$ cat config.mk
export PLATFORM = sky130hd
export DESIGN_NAME = payload_signature_classifier
export DESIGN_NICKNAME = d
export VERILOG_FILES = /design/src/design/psc_pkg.sv /design/src/design/psc_login.sv /design/src/design/psc_control.sv /design/src/design/payload_signature_classifier.sv
export SDC_FILE = /design/constraint.sdc
export NUM_CORES = 1
export LEC_CHECK = 0
export ABC_AREA = 1
export CAP_MARGIN = 20
export CORE_MARGIN = 2
export CORE_UTILIZATION = 50
export CTS_CLUSTER_DIAMETER = 30
export DETAILED_ROUTE_END_ITERATION = 8
export DONT_BUFFER_PORTS = 1
export HOLD_SLACK_MARGIN = 0.05
export SLEW_MARGIN = 10
export SYNTH_ARGS = -nofsm -noshare
export SYNTH_HDL_FRONTEND = slang
export SYNTH_SLANG_ARGS = --single-unit
$ cat constraint.sdc
create_clock -name clk -period 4.45 [get_ports clk]
set_clock_uncertainty 0.2 [all_clocks]
set_input_delay 0 -clock clk [delete_from_list [all_inputs] [get_ports clk]]
set_output_delay 0 -clock clk [all_outputs]
set_load 0.02 [all_outputs]
$ cat src/design/psc_pkg.sv
// Package: shared types, signature tables and constants for the classifier.
`timescale 1ns / 1ps
`default_nettype none
package psc_pkg;

  typedef struct packed {
    logic [7:0] data_byte;
    logic       end_of_payload;
  } in_item_t;

  typedef struct packed {
    logic login_match;
    logic control_match;
  } out_item_t;

  // Step control handed to both trackers.
  typedef struct packed {
    logic step;
    logic last;
  } trk_ctl_t;

  localparam int unsigned PfxCount = 4;
  localparam logic [2:0] PfxWindow = 3'd4;
  localparam logic [2:0] TailLen = 3'd5;
  localparam logic [4:0] SigLen = 5'd26;
  localparam logic [7:0] QuoteCode = 8'h22;
  localparam logic [7:0] NulCode = 8'h00;
  localparam logic [3:0] PfxAllAlive = 4'hF;

  function automatic logic [2:0] pfx_len(input logic [1:0] alt);
    logic [2:0] len;
    case (alt)
      2'd0: len = 3'd4;
      default: len = 3'd3;
    endcase
    return len;
  endfunction

  function automatic logic [7:0] pfx_byte(input logic [1:0] alt, input logic [1:0] pos);
    logic [7:0] val;
    case ({alt, pos})
      4'b00_00: val = 8'h56;
      4'b00_01: val = 8'h45;
      4'b00_10: val = 8'h52;
      4'b00_11: val = 8'h20;
      4'b01_00: val = 8'h43;
      4'b01_01: val = 8'h56;
      4'b01_10: val = 8'h52;
      4'b10_00: val = 8'h55;
      4'b10_01: val = 8'h53;
      4'b10_10: val = 8'h52;
      4'b11_00: val = 8'h41;
      4'b11_01: val = 8'h4E;
      4'b11_10: val = 8'h53;
      default: val = 8'h00;
    endcase
    return val;
  endfunction

  function automatic logic [7:0] tail_byte(input logic [2:0] idx);
    logic [7:0] val;
    case (idx)
      3'd0: val = 8'h20;
      3'd1: val = 8'h4D;
      3'd2: val = 8'h53;
      3'd3: val = 8'h4E;
      3'd4: val = 8'h50;
      default: val = 8'h00;
    endcase
    return val;
  endfunction

  function automatic logic [7:0] sig_byte(input logic [4:0] idx);
    logic [7:0] val;
    case (idx)
      5'd0: val = 8'h22;
      5'd1: val = 8'h76;
      5'd2: val = 8'h6F;
      5'd3: val = 8'h69;
      5'd4: val = 8'h63;
      5'd5: val = 8'h65;
      5'd6: val = 8'h2E;
      5'd7: val = 8'h6D;
      5'd8: val = 8'h65;
      5'd9: val = 8'h73;
      5'd10: val = 8'h73;
      5'd11: val = 8'h65;
      5'd12: val = 8'h6E;
      5'd13: val = 8'h67;
      5'd14: val = 8'h65;
      5'd15: val = 8'h72;
      5'd16: val = 8'h2E;
      5'd17: val = 8'h6C;
      5'd18: val = 8'h69;
      5'd19: val = 8'h76;
      5'd20: val = 8'h65;
      5'd21: val = 8'h2E;
      5'd22: val = 8'h63;
      5'd23: val = 8'h6F;
      5'd24: val = 8'h6D;
      5'd25: val = 8'h22;
      default: val = 8'h00;
    endcase
    return val;
  endfunction

endpackage
`default_nettype wire

$ cat src/design/psc_login.sv
// Login command tracker: prefix alternatives, NUL cut-off and tail substring search.
`timescale 1ns / 1ps
`default_nettype none
module psc_login
  import psc_pkg::*;
(
  input  wire logic       clk,
  input  wire logic       rst,
  input  wire trk_ctl_t   ctl,
  input  wire logic [7:0] data_byte,
  output logic            login_next
);

  logic [2:0] byte_position, byte_position_next;
  logic [3:0] prefix_alive, prefix_alive_next;
  logic       nul_seen, nul_seen_next;
  logic [2:0] suffix_progress, suffix_progress_next;
  logic       login_found;

  always_comb begin
    byte_position_next   = byte_position;
    prefix_alive_next    = prefix_alive;
    nul_seen_next        = nul_seen;
    suffix_progress_next = suffix_progress;
    login_next           = login_found;
    if (nul_seen) begin
      login_next = login_found;
    end else if (data_byte == NulCode) begin
      nul_seen_next = 1'b1;
    end else if (byte_position < PfxWindow) begin
      for (int i = 0; i < PfxCount; i++) begin
        if (prefix_alive[i] && (byte_position < pfx_len(2'(i)))) begin
          if (data_byte != pfx_byte(2'(i), byte_position[1:0])) begin
            prefix_alive_next[i] = 1'b0;
          end else if ((i != 0) && (byte_position == (pfx_len(2'(i)) - 3'd1))) begin
            login_next = 1'b1;
          end
        end
      end
      byte_position_next = byte_position + 3'd1;
    end else if (prefix_alive[0] && (suffix_progress < TailLen)) begin
      if (data_byte == tail_byte(suffix_progress)) begin
        suffix_progress_next = suffix_progress + 3'd1;
      end else begin
        suffix_progress_next = (data_byte == tail_byte(3'd0)) ? 3'd1 : 3'd0;
      end
      if (suffix_progress_next >= TailLen) begin
        login_next = 1'b1;
      end
    end
  end

  always_ff @(posedge clk) begin
    if (rst || (ctl.step && ctl.last)) begin
      byte_position   <= '0;
      prefix_alive    <= PfxAllAlive;
      nul_seen        <= 1'b0;
      suffix_progress <= '0;
      login_found     <= 1'b0;
    end else if (ctl.step) begin
      byte_position   <= byte_position_next;
      prefix_alive    <= prefix_alive_next;
      nul_seen        <= nul_seen_next;
      suffix_progress <= suffix_progress_next;
      login_found     <= login_next;
    end
  end

endmodule
`default_nettype wire

$ cat src/design/psc_control.sv
// Control signature tracker: finds the first quote and compares the following window.
`timescale 1ns / 1ps
`default_nettype none
module psc_control
  import psc_pkg::*;
(
  input  wire logic       clk,
  input  wire logic       rst,
  input  wire trk_ctl_t   ctl,
  input  wire logic [7:0] data_byte,
  output logic            control_next
);

  logic       quote_found, quote_found_next;
  logic [4:0] compare_index, compare_index_next;
  logic       compare_failed, compare_failed_next;
  logic       control_found;

  always_comb begin
    quote_found_next    = quote_found;
    compare_index_next  = compare_index;
    compare_failed_next = compare_failed;
    control_next        = control_found;
    if (!quote_found) begin
      if (data_byte == QuoteCode) begin
        quote_found_next   = 1'b1;
        compare_index_next = 5'd1;
      end
    end else if (compare_index < SigLen) begin
      if (data_byte != sig_byte(compare_index)) begin
        compare_failed_next = 1'b1;
      end
      compare_index_next = compare_index + 5'd1;
      if ((compare_index_next == SigLen) && !compare_failed_next) begin
        control_next = 1'b1;
      end
    end
  end

  always_ff @(posedge clk) begin
    if (rst || (ctl.step && ctl.last)) begin
      quote_found    <= 1'b0;
      compare_index  <= '0;
      compare_failed <= 1'b0;
      control_found  <= 1'b0;
    end else if (ctl.step) begin
      quote_found    <= quote_found_next;
      compare_index  <= compare_index_next;
      compare_failed <= compare_failed_next;
      control_found  <= control_next;
    end
  end

endmodule
`default_nettype wire

$ cat src/design/payload_signature_classifier.sv
// Usage notes:
// Payload bytes enter on the in channel (in_valid/in_ready, in_item), one request
// per byte, with end_of_payload set on the final byte of each payload.
// One result request (login_match, control_match) leaves on the out channel
// (out_valid/out_ready, out_item) for each payload, after its final byte.
// Bytes that are not final produce no result request.
// A final byte accepted into the input register is evaluated there by the
// trackers, and its result is then captured in the result register.
// Throughput: one byte per cycle, set by the single input register feeding
// the tracker logic and the single result register, unless a final byte waits.
// When the receiver stalls, the pending result holds in the result register;
// non-final bytes keep flowing, and a second final byte waits in the input
// register, with in_ready low, until the result slot is free.
// Reset (rst, synchronous) empties both registers and returns all tracking
// state to its idle values; no clearing pass is needed.
`timescale 1ns / 1ps
`default_nettype none
module payload_signature_classifier
  import psc_pkg::*;
(
  input  wire logic      clk,
  input  wire logic      rst,
  input  wire logic      in_valid,
  output logic           in_ready,
  input  wire in_item_t  in_item,
  output logic           out_valid,
  input  wire logic      out_ready,
  output out_item_t      out_item
);

  logic     s1_valid;
  in_item_t s1_item;
  logic     s1_go;
  trk_ctl_t ctl;
  logic     login_next;
  logic     control_next;

  // A final byte may only be evaluated when the result slot is free or draining.
  assign s1_go    = s1_valid && (!s1_item.end_of_payload || !out_valid || out_ready);
  assign in_ready = !s1_valid || s1_go;

  assign ctl.step = s1_go;
  assign ctl.last = s1_item.end_of_payload;

  always_ff @(posedge clk) begin
    if (rst) begin
      s1_valid <= 1'b0;
    end else if (in_ready) begin
      s1_valid <= in_valid;
    end
  end

  always_ff @(posedge clk) begin
    if (in_ready && in_valid) begin
      s1_item <= in_item;
    end
  end

  psc_login u_login (
    .clk        (clk),
    .rst        (rst),
    .ctl        (ctl),
    .data_byte  (s1_item.data_byte),
    .login_next (login_next)
  );

  psc_control u_control (
    .clk          (clk),
    .rst          (rst),
    .ctl          (ctl),
    .data_byte    (s1_item.data_byte),
    .control_next (control_next)
  );

  always_ff @(posedge clk) begin
    if (rst) begin
      out_valid <= 1'b0;
    end else if (s1_go && s1_item.end_of_payload) begin
      out_valid <= 1'b1;
    end else if (out_ready) begin
      out_valid <= 1'b0;
    end
  end

  always_ff @(posedge clk) begin
    if (s1_go && s1_item.end_of_payload) begin
      out_item.login_match   <= login_next;
      out_item.control_match <= control_next;
    end
  end

`ifndef ASSERT_OFF
  a_s1_hold: assert property (@(posedge clk) disable iff (rst)
    (s1_valid && !s1_go) |=> (s1_valid && $stable(s1_item)))
    else $error("input register lost or changed a stalled request");

  a_final_makes_result: assert property (@(posedge clk) disable iff (rst)
    (s1_go && s1_item.end_of_payload) |=> out_valid)
    else $error("final byte evaluated without a result request");

  a_no_overwrite: assert property (@(posedge clk) disable iff (rst)
    (out_valid && !out_ready) |-> !(s1_go && s1_item.end_of_payload))
    else $error("pending result would be overwritten");

  a_result_hold: assert property (@(posedge clk) disable iff (rst)
    (out_valid && !out_ready) |=> (out_valid && $stable(out_item)))
    else $error("stalled result changed");
`endif

endmodule
`default_nettype wire

Word level (Yosys, flattened, before mapping)
Memory sizes are Yosys's and may differ from the RTL's. A register that Yosys moved wholly into a read port is not among the register bits.
Cells that the tools add are included.
{ "totals": {"regBits": 33, "romBits": 224, "mem_count": 1, "wordCells": 169, "in_bits": 13, "output_inout_bits": 4} }
{ "memory_table": {"columns": ["memory", "depth", "width", "rd", "rd_clocked_by_memory_dff", "write_ports", "line_no", "rtl"], "rows": [
  ["(no name shown)", 32, 7, 1, 1, 0, "psc_pkg.sv:75", "case (idx)"]
]} }
{ "op_classes": {"reduce_logical": 30, "n_addsub": 6, "eq_ne": 20, "muxes": 85, "magnitude_cmp": 6, "bitwise": 3} }
{ "op_table": {"columns": ["operator", "n"], "rows": [
  ["two-way mux 8 bit", 22],
  ["two-way mux 3 bit", 26],
  ["case mux 7 bit (3 select lines)", 3],
  ["inequality test 8 bit", 5],
  ["case mux 7 bit (5 select lines)", 1],
  ["case mux 8 bit (4 select lines)", 1],
  ["two-way mux 1 bit", 27],
  ["two-way mux 5 bit", 5],
  ["AND reduction 6 bit", 4],
  ["== test 8 x 6 -> 1 bit, second input constant", 2],
  ["== test 3 bit", 3],
  ["logical AND 1 bit", 9],
  ["subtractor 3 x 1 -> 3 bit, second input constant", 3],
  ["== test 8 bit", 1],
  ["zero test 8 bit", 1],
  ["adder 3 x 1 -> 3 bit, second input constant", 2],
  ["== test 3 x 2 -> 1 bit, second input constant", 2],
  ["< comparator 3 bit", 2],
  ["< comparator 3 bit, second input constant", 2],
  ["AND reduction 3 bit", 2],
  ["adder 5 x 1 -> 5 bit, second input constant", 1],
  ["== test 5 bit, second input constant", 1],
  ["< comparator 5 bit, second input constant", 1],
  ["AND reduction 5 bit", 1],
  ["13 further kinds", 23]
]} }

Logic depth before layout (Yosys ltp)
{ "logic_depth": {"ltp_word": 30, "mapped_depth": 18, "depth_no_buf": 17} }

By module
A second synthesis with hierarchy kept.
{ "unflattened": {"cells_unflattened": 402, "area_unflattened_um2": 2872.8} }
{ "modules_own_cells": {"columns": ["mod", "area_per_inst_um2", "cells_per_inst", "instances"], "rows": [
  ["psc_control", 1213.7, 183, 1],
  ["psc_login", 1209.9, 190, 1],
  ["payload_signature_classifier", 449.2, 29, 1]
]} }

Worst setup path before layout
OpenSTA, ideal clock, no wires.
{ "synth_timing": {"path_kind": "register to register", "startpoint": "register out_valid", "endpoint": "register with a tool-made name", "slack_ps": 2078, "stages_incl_launch_ff": 18, "arrival_ps": 2064, "cell_sequence": "dfxtp_1 > inv_1 > nor2_2 > nand2_1 > nand2_2 > inv_2 > nand2_1 > nand2_2 > clkinv_2 > buf_6 > nand2_1 > ha_1 > inv_1 > nand2_1 > a21oi_1 > nand2_1 > nand2_1 > inv_1"} }
{ "synth_rtl": {"columns": ["item", "line_no", "rtl"], "rows": [
  ["start: declaration", "payload_signature_classifier.sv:26", "output logic out_valid,"],
  ["start signal: assignment", "payload_signature_classifier.sv:77", "out_valid <= 1'b0;"],
  ["start signal: assignment", "payload_signature_classifier.sv:79", "out_valid <= 1'b1;"],
  ["start signal: assignment", "payload_signature_classifier.sv:81", "out_valid <= 1'b0;"]
]} }

==> results.sh <==
export IMPL_initial_core_util=0.509
export IMPL_drt_wl_total_um=5890
export IMPL_core_area_um2=5440
export IMPL_dieWidth_um=78.4
export IMPL_hold_viol=0
export IMPL_slowest_delay_ns=0.45
export IMPL_ys_flop_type="dfxtp_1"
export IMPL_cp_arrival_ns=2.76
export IMPL_fmax_mhz=362
export IMPL_min_period_ns=2.76
export IMPL_clockPowerShare=0.393
export IMPL_via_per_inst=5.18
export IMPL_worst_ir_drop_vdd_mv=0.158
export IMPL_nNetsFinal=427
export IMPL_power_density_nw_per_um2=257
export IMPL_drv_cap=0
export IMPL_crit_buf_inv=5
export IMPL_rsz0062_at_grt="false"
export IMPL_syn_area_um2=2770
export IMPL_max_slew_margin_rel=0.655
export IMPL_die_area_um2=6150
export IMPL_htreeDepth=2
export IMPL_regArea_um2=911
export IMPL_crit_top_cell="nand2_1"
export IMPL_dr_first_iter_drc_count=147
export IMPL_cp_start_kind="register"
export IMPL_period_share=0.621
export IMPL_clock_sinks=40
export IMPL_grt_pass1_vias=2226
export IMPL_num_rows=27
export IMPL_num_antenna_cells=0
export IMPL_fillers=548
export IMPL_path_cells="inv_1 -> nor2_2 -> nand2_1 -> nand2_2 -> inv_2 -> nand2_1 -> nand2_2 -> clkinv_2 -> nand2_1 -> ha_1 -> inv_1 -> nand2_1 -> a21oi_1 -> nand2_1 -> nand2_1 -> inv_1"
export IMPL_swShare=0.250
export IMPL_area_growth_pct=9.58
export IMPL_drive_gt1_frac=0.101
export IMPL_async_flop_share=0
export IMPL_power_share_combinational=0.099
export IMPL_gr_total_overflow=0
export IMPL_p_seq_frac=0.508
export IMPL_ys_warn_count=0
export IMPL_synth_nets=415
export IMPL_ys_seq_area_frac=0.329
export IMPL_vias=2419
export IMPL_crit_family="simple AND/OR/NAND/NOR gates"
export IMPL_clock_root_buffer="clkbuf_8"
export IMPL_crit_fanout=22
export IMPL_cp_required_ns=4.45
export IMPL_cts_tree="yes"
export IMPL_p_sw_uw=195
export IMPL_firstDrtPassIters=6
export IMPL_grt_max_degree=23
export IMPL_synth_edf_count=11
export IMPL_cts_made_buffers=5
export IMPL_synth_cell_type_count=44
export IMPL_fin_setup_tns_ns=0
export IMPL_crit_path_end_kind="register"
export IMPL_power_leakage_uw=0.00145
export IMPL_drt_wirelength_per_cell_um=12.6
export IMPL_status="completed"
export IMPL_fin_util=0.558
export IMPL_die_h_um=78.4
export IMPL_syn_mean_instance_area_um2=7.25
export IMPL_place_congestion=0.907
export IMPL_cts_resized=0
export IMPL_multi_input_area_um2=1580
export IMPL_crit_slowest_cell="dfxtp_1"
export IMPL_ant_nets=0
export IMPL_ys_ff_latch=40
export IMPL_antenna_found_initial=0
export IMPL_place_hpwl_um=4490
export IMPL_p_int_uw=584
export IMPL_setup_violations=0
export IMPL_worst_pin_slew_ns=0.514
export IMPL_syn_inst=382
export IMPL_holdWs_ns=0.125
export IMPL_clockBufferDepth=2
export IMPL_min_path_type="in2reg"
export IMPL_grt_pass1_wl_um=10200
export IMPL_clk_latency_ns=0.30
export IMPL_drc_errors=0
export IMPL_grt_usage=0.208
export IMPL_clk_pin_slew_ns=0.09
export IMPL_ios=17
export IMPL_path_class="reg2reg"
export IMPL_slew_viol_final=0
export IMPL_io_buffers=0
-- layer usage --
layer	up-vias	GRT usage	part of all wire
li1	1267	-	-
met1	1093	0.267	0.46
met2	51	0.359	0.49
met3	8	0.0345	0.037
met4	0	0.0649	0.014
met5	-	0	0
-- final timing paths --
| check | from | to | cells past startpoint | slack [ns] |
|---|---|---|---|---|
| setup / recovery | out_valid$_SDFFE_PP0P_ | register | 16 | 1.69 |
| hold / removal | in_item[4] | s1_item[4]$_DFFE_PP_ | 1 | 0.12 |
| setup reg to reg | out_valid$_SDFFE_PP0P_ | register | 16 | 1.69 |
| hold reg to reg | u_login.prefix_alive[2]$_SDFFE_PP1P_ | u_login.prefix_alive[2]$_SDFFE_PP1P_ | 2 | 0.26 |
-- timing repair --
| item | in CTS | in global routing |
|---|---|---|
| buffers inserted | 0 | 0 |
| hold buffers | 13 | 0 |
| hold endpoints to repair | 28 | 0 |
-- Yosys cell counts, types with 2 or more instances --
cell type	n	area [um^2]
a21oi_1	14	70.1
buf_4	2	15.0
nand2_1	96	360
nor2_2	2	12.5
o2111ai_1	2	17.5
buf_6	4	45.0
a211oi_1	2	15.0
nand2_2	6	37.5
nor3_1	6	30.0
inv_2	6	22.5
clkinv_2	2	10.0
edfxtp_1	11	330
o21ai_1	2	10.0
xor2_1	7	61.3
nand3_2	2	20.0
inv_1	46	173
o211ai_1	2	15.0
ha_1	20	250
nand4_1	4	25.0
dfxtp_1	29	581
nand2_4	4	45.0
a21oi_2	2	17.5
xnor2_1	7	61.3
o21ai_0	20	100
nor2_1	27	101
nand3_1	39	195
-- cell type report --
cell class	instances	area share
clock buffer	5	0.0227
timing repair buffer	13	0.0429
multi-input combinational	279	0.520
tap	72	0.0297
inverter	55	0.0697
clock inverter	3	0.0149
sequential	40	0.300
-- cell families after synthesis --
kind of cell    count (synthesis)  share of synthesized area
xor+xnor                       14                     0.0443
buf+inv                        63                      0.101
compound gates                 50                      0.106
fa+ha+maj                      20                     0.0904
flops                          40                      0.329
simple gates                  195                      0.329
-- power groups by stage --
stage | clock (uW) | sequential [uW] | combinational, uW
floorplan | 0 | 398 | 61.8
global placement | 0 | 405 | 67.0
detailed placement | 0 | 405 | 67.6
CTS | 312 | 396 | 76.8
global route | 328 | 398 | 88.0
finish | 306 | 396 | 77.1
-- cell usage in the layout (no fill, tap or decap), drive strengths merged, types with 4 or more instances in the layout --
| master | synthesis | layout |
|---|---|---|
| o21ai | 23 | 23 |
| nor3 | 7 | 7 |
| dlygate4sd3 | 0 | 13 |
| xnor2 | 7 | 7 |
| nor2 | 29 | 29 |
| clkbuf | 1 | 5 |
| edfxtp | 11 | 11 |
| xor2 | 7 | 7 |
| a21oi | 16 | 16 |
| nand4 | 4 | 4 |
| inv | 53 | 55 |
| nand2 | 106 | 106 |
| ha | 20 | 20 |
| nand3 | 42 | 42 |
| dfxtp | 29 | 29 |
-- metrics by stage --
step	total power [uW]	std cells	worst slack [ns]	instance area, um^2
finish	779	467	1.69	3030
global route	814	467	1.40	3030
CTS	785	467	1.69	3030
detailed placement	472	446	1.70	2790
global placement	472	446	1.81	2790
floorplan	460	382	2.08	2770
Note: power is estimated with default switching activity, not from simulation.
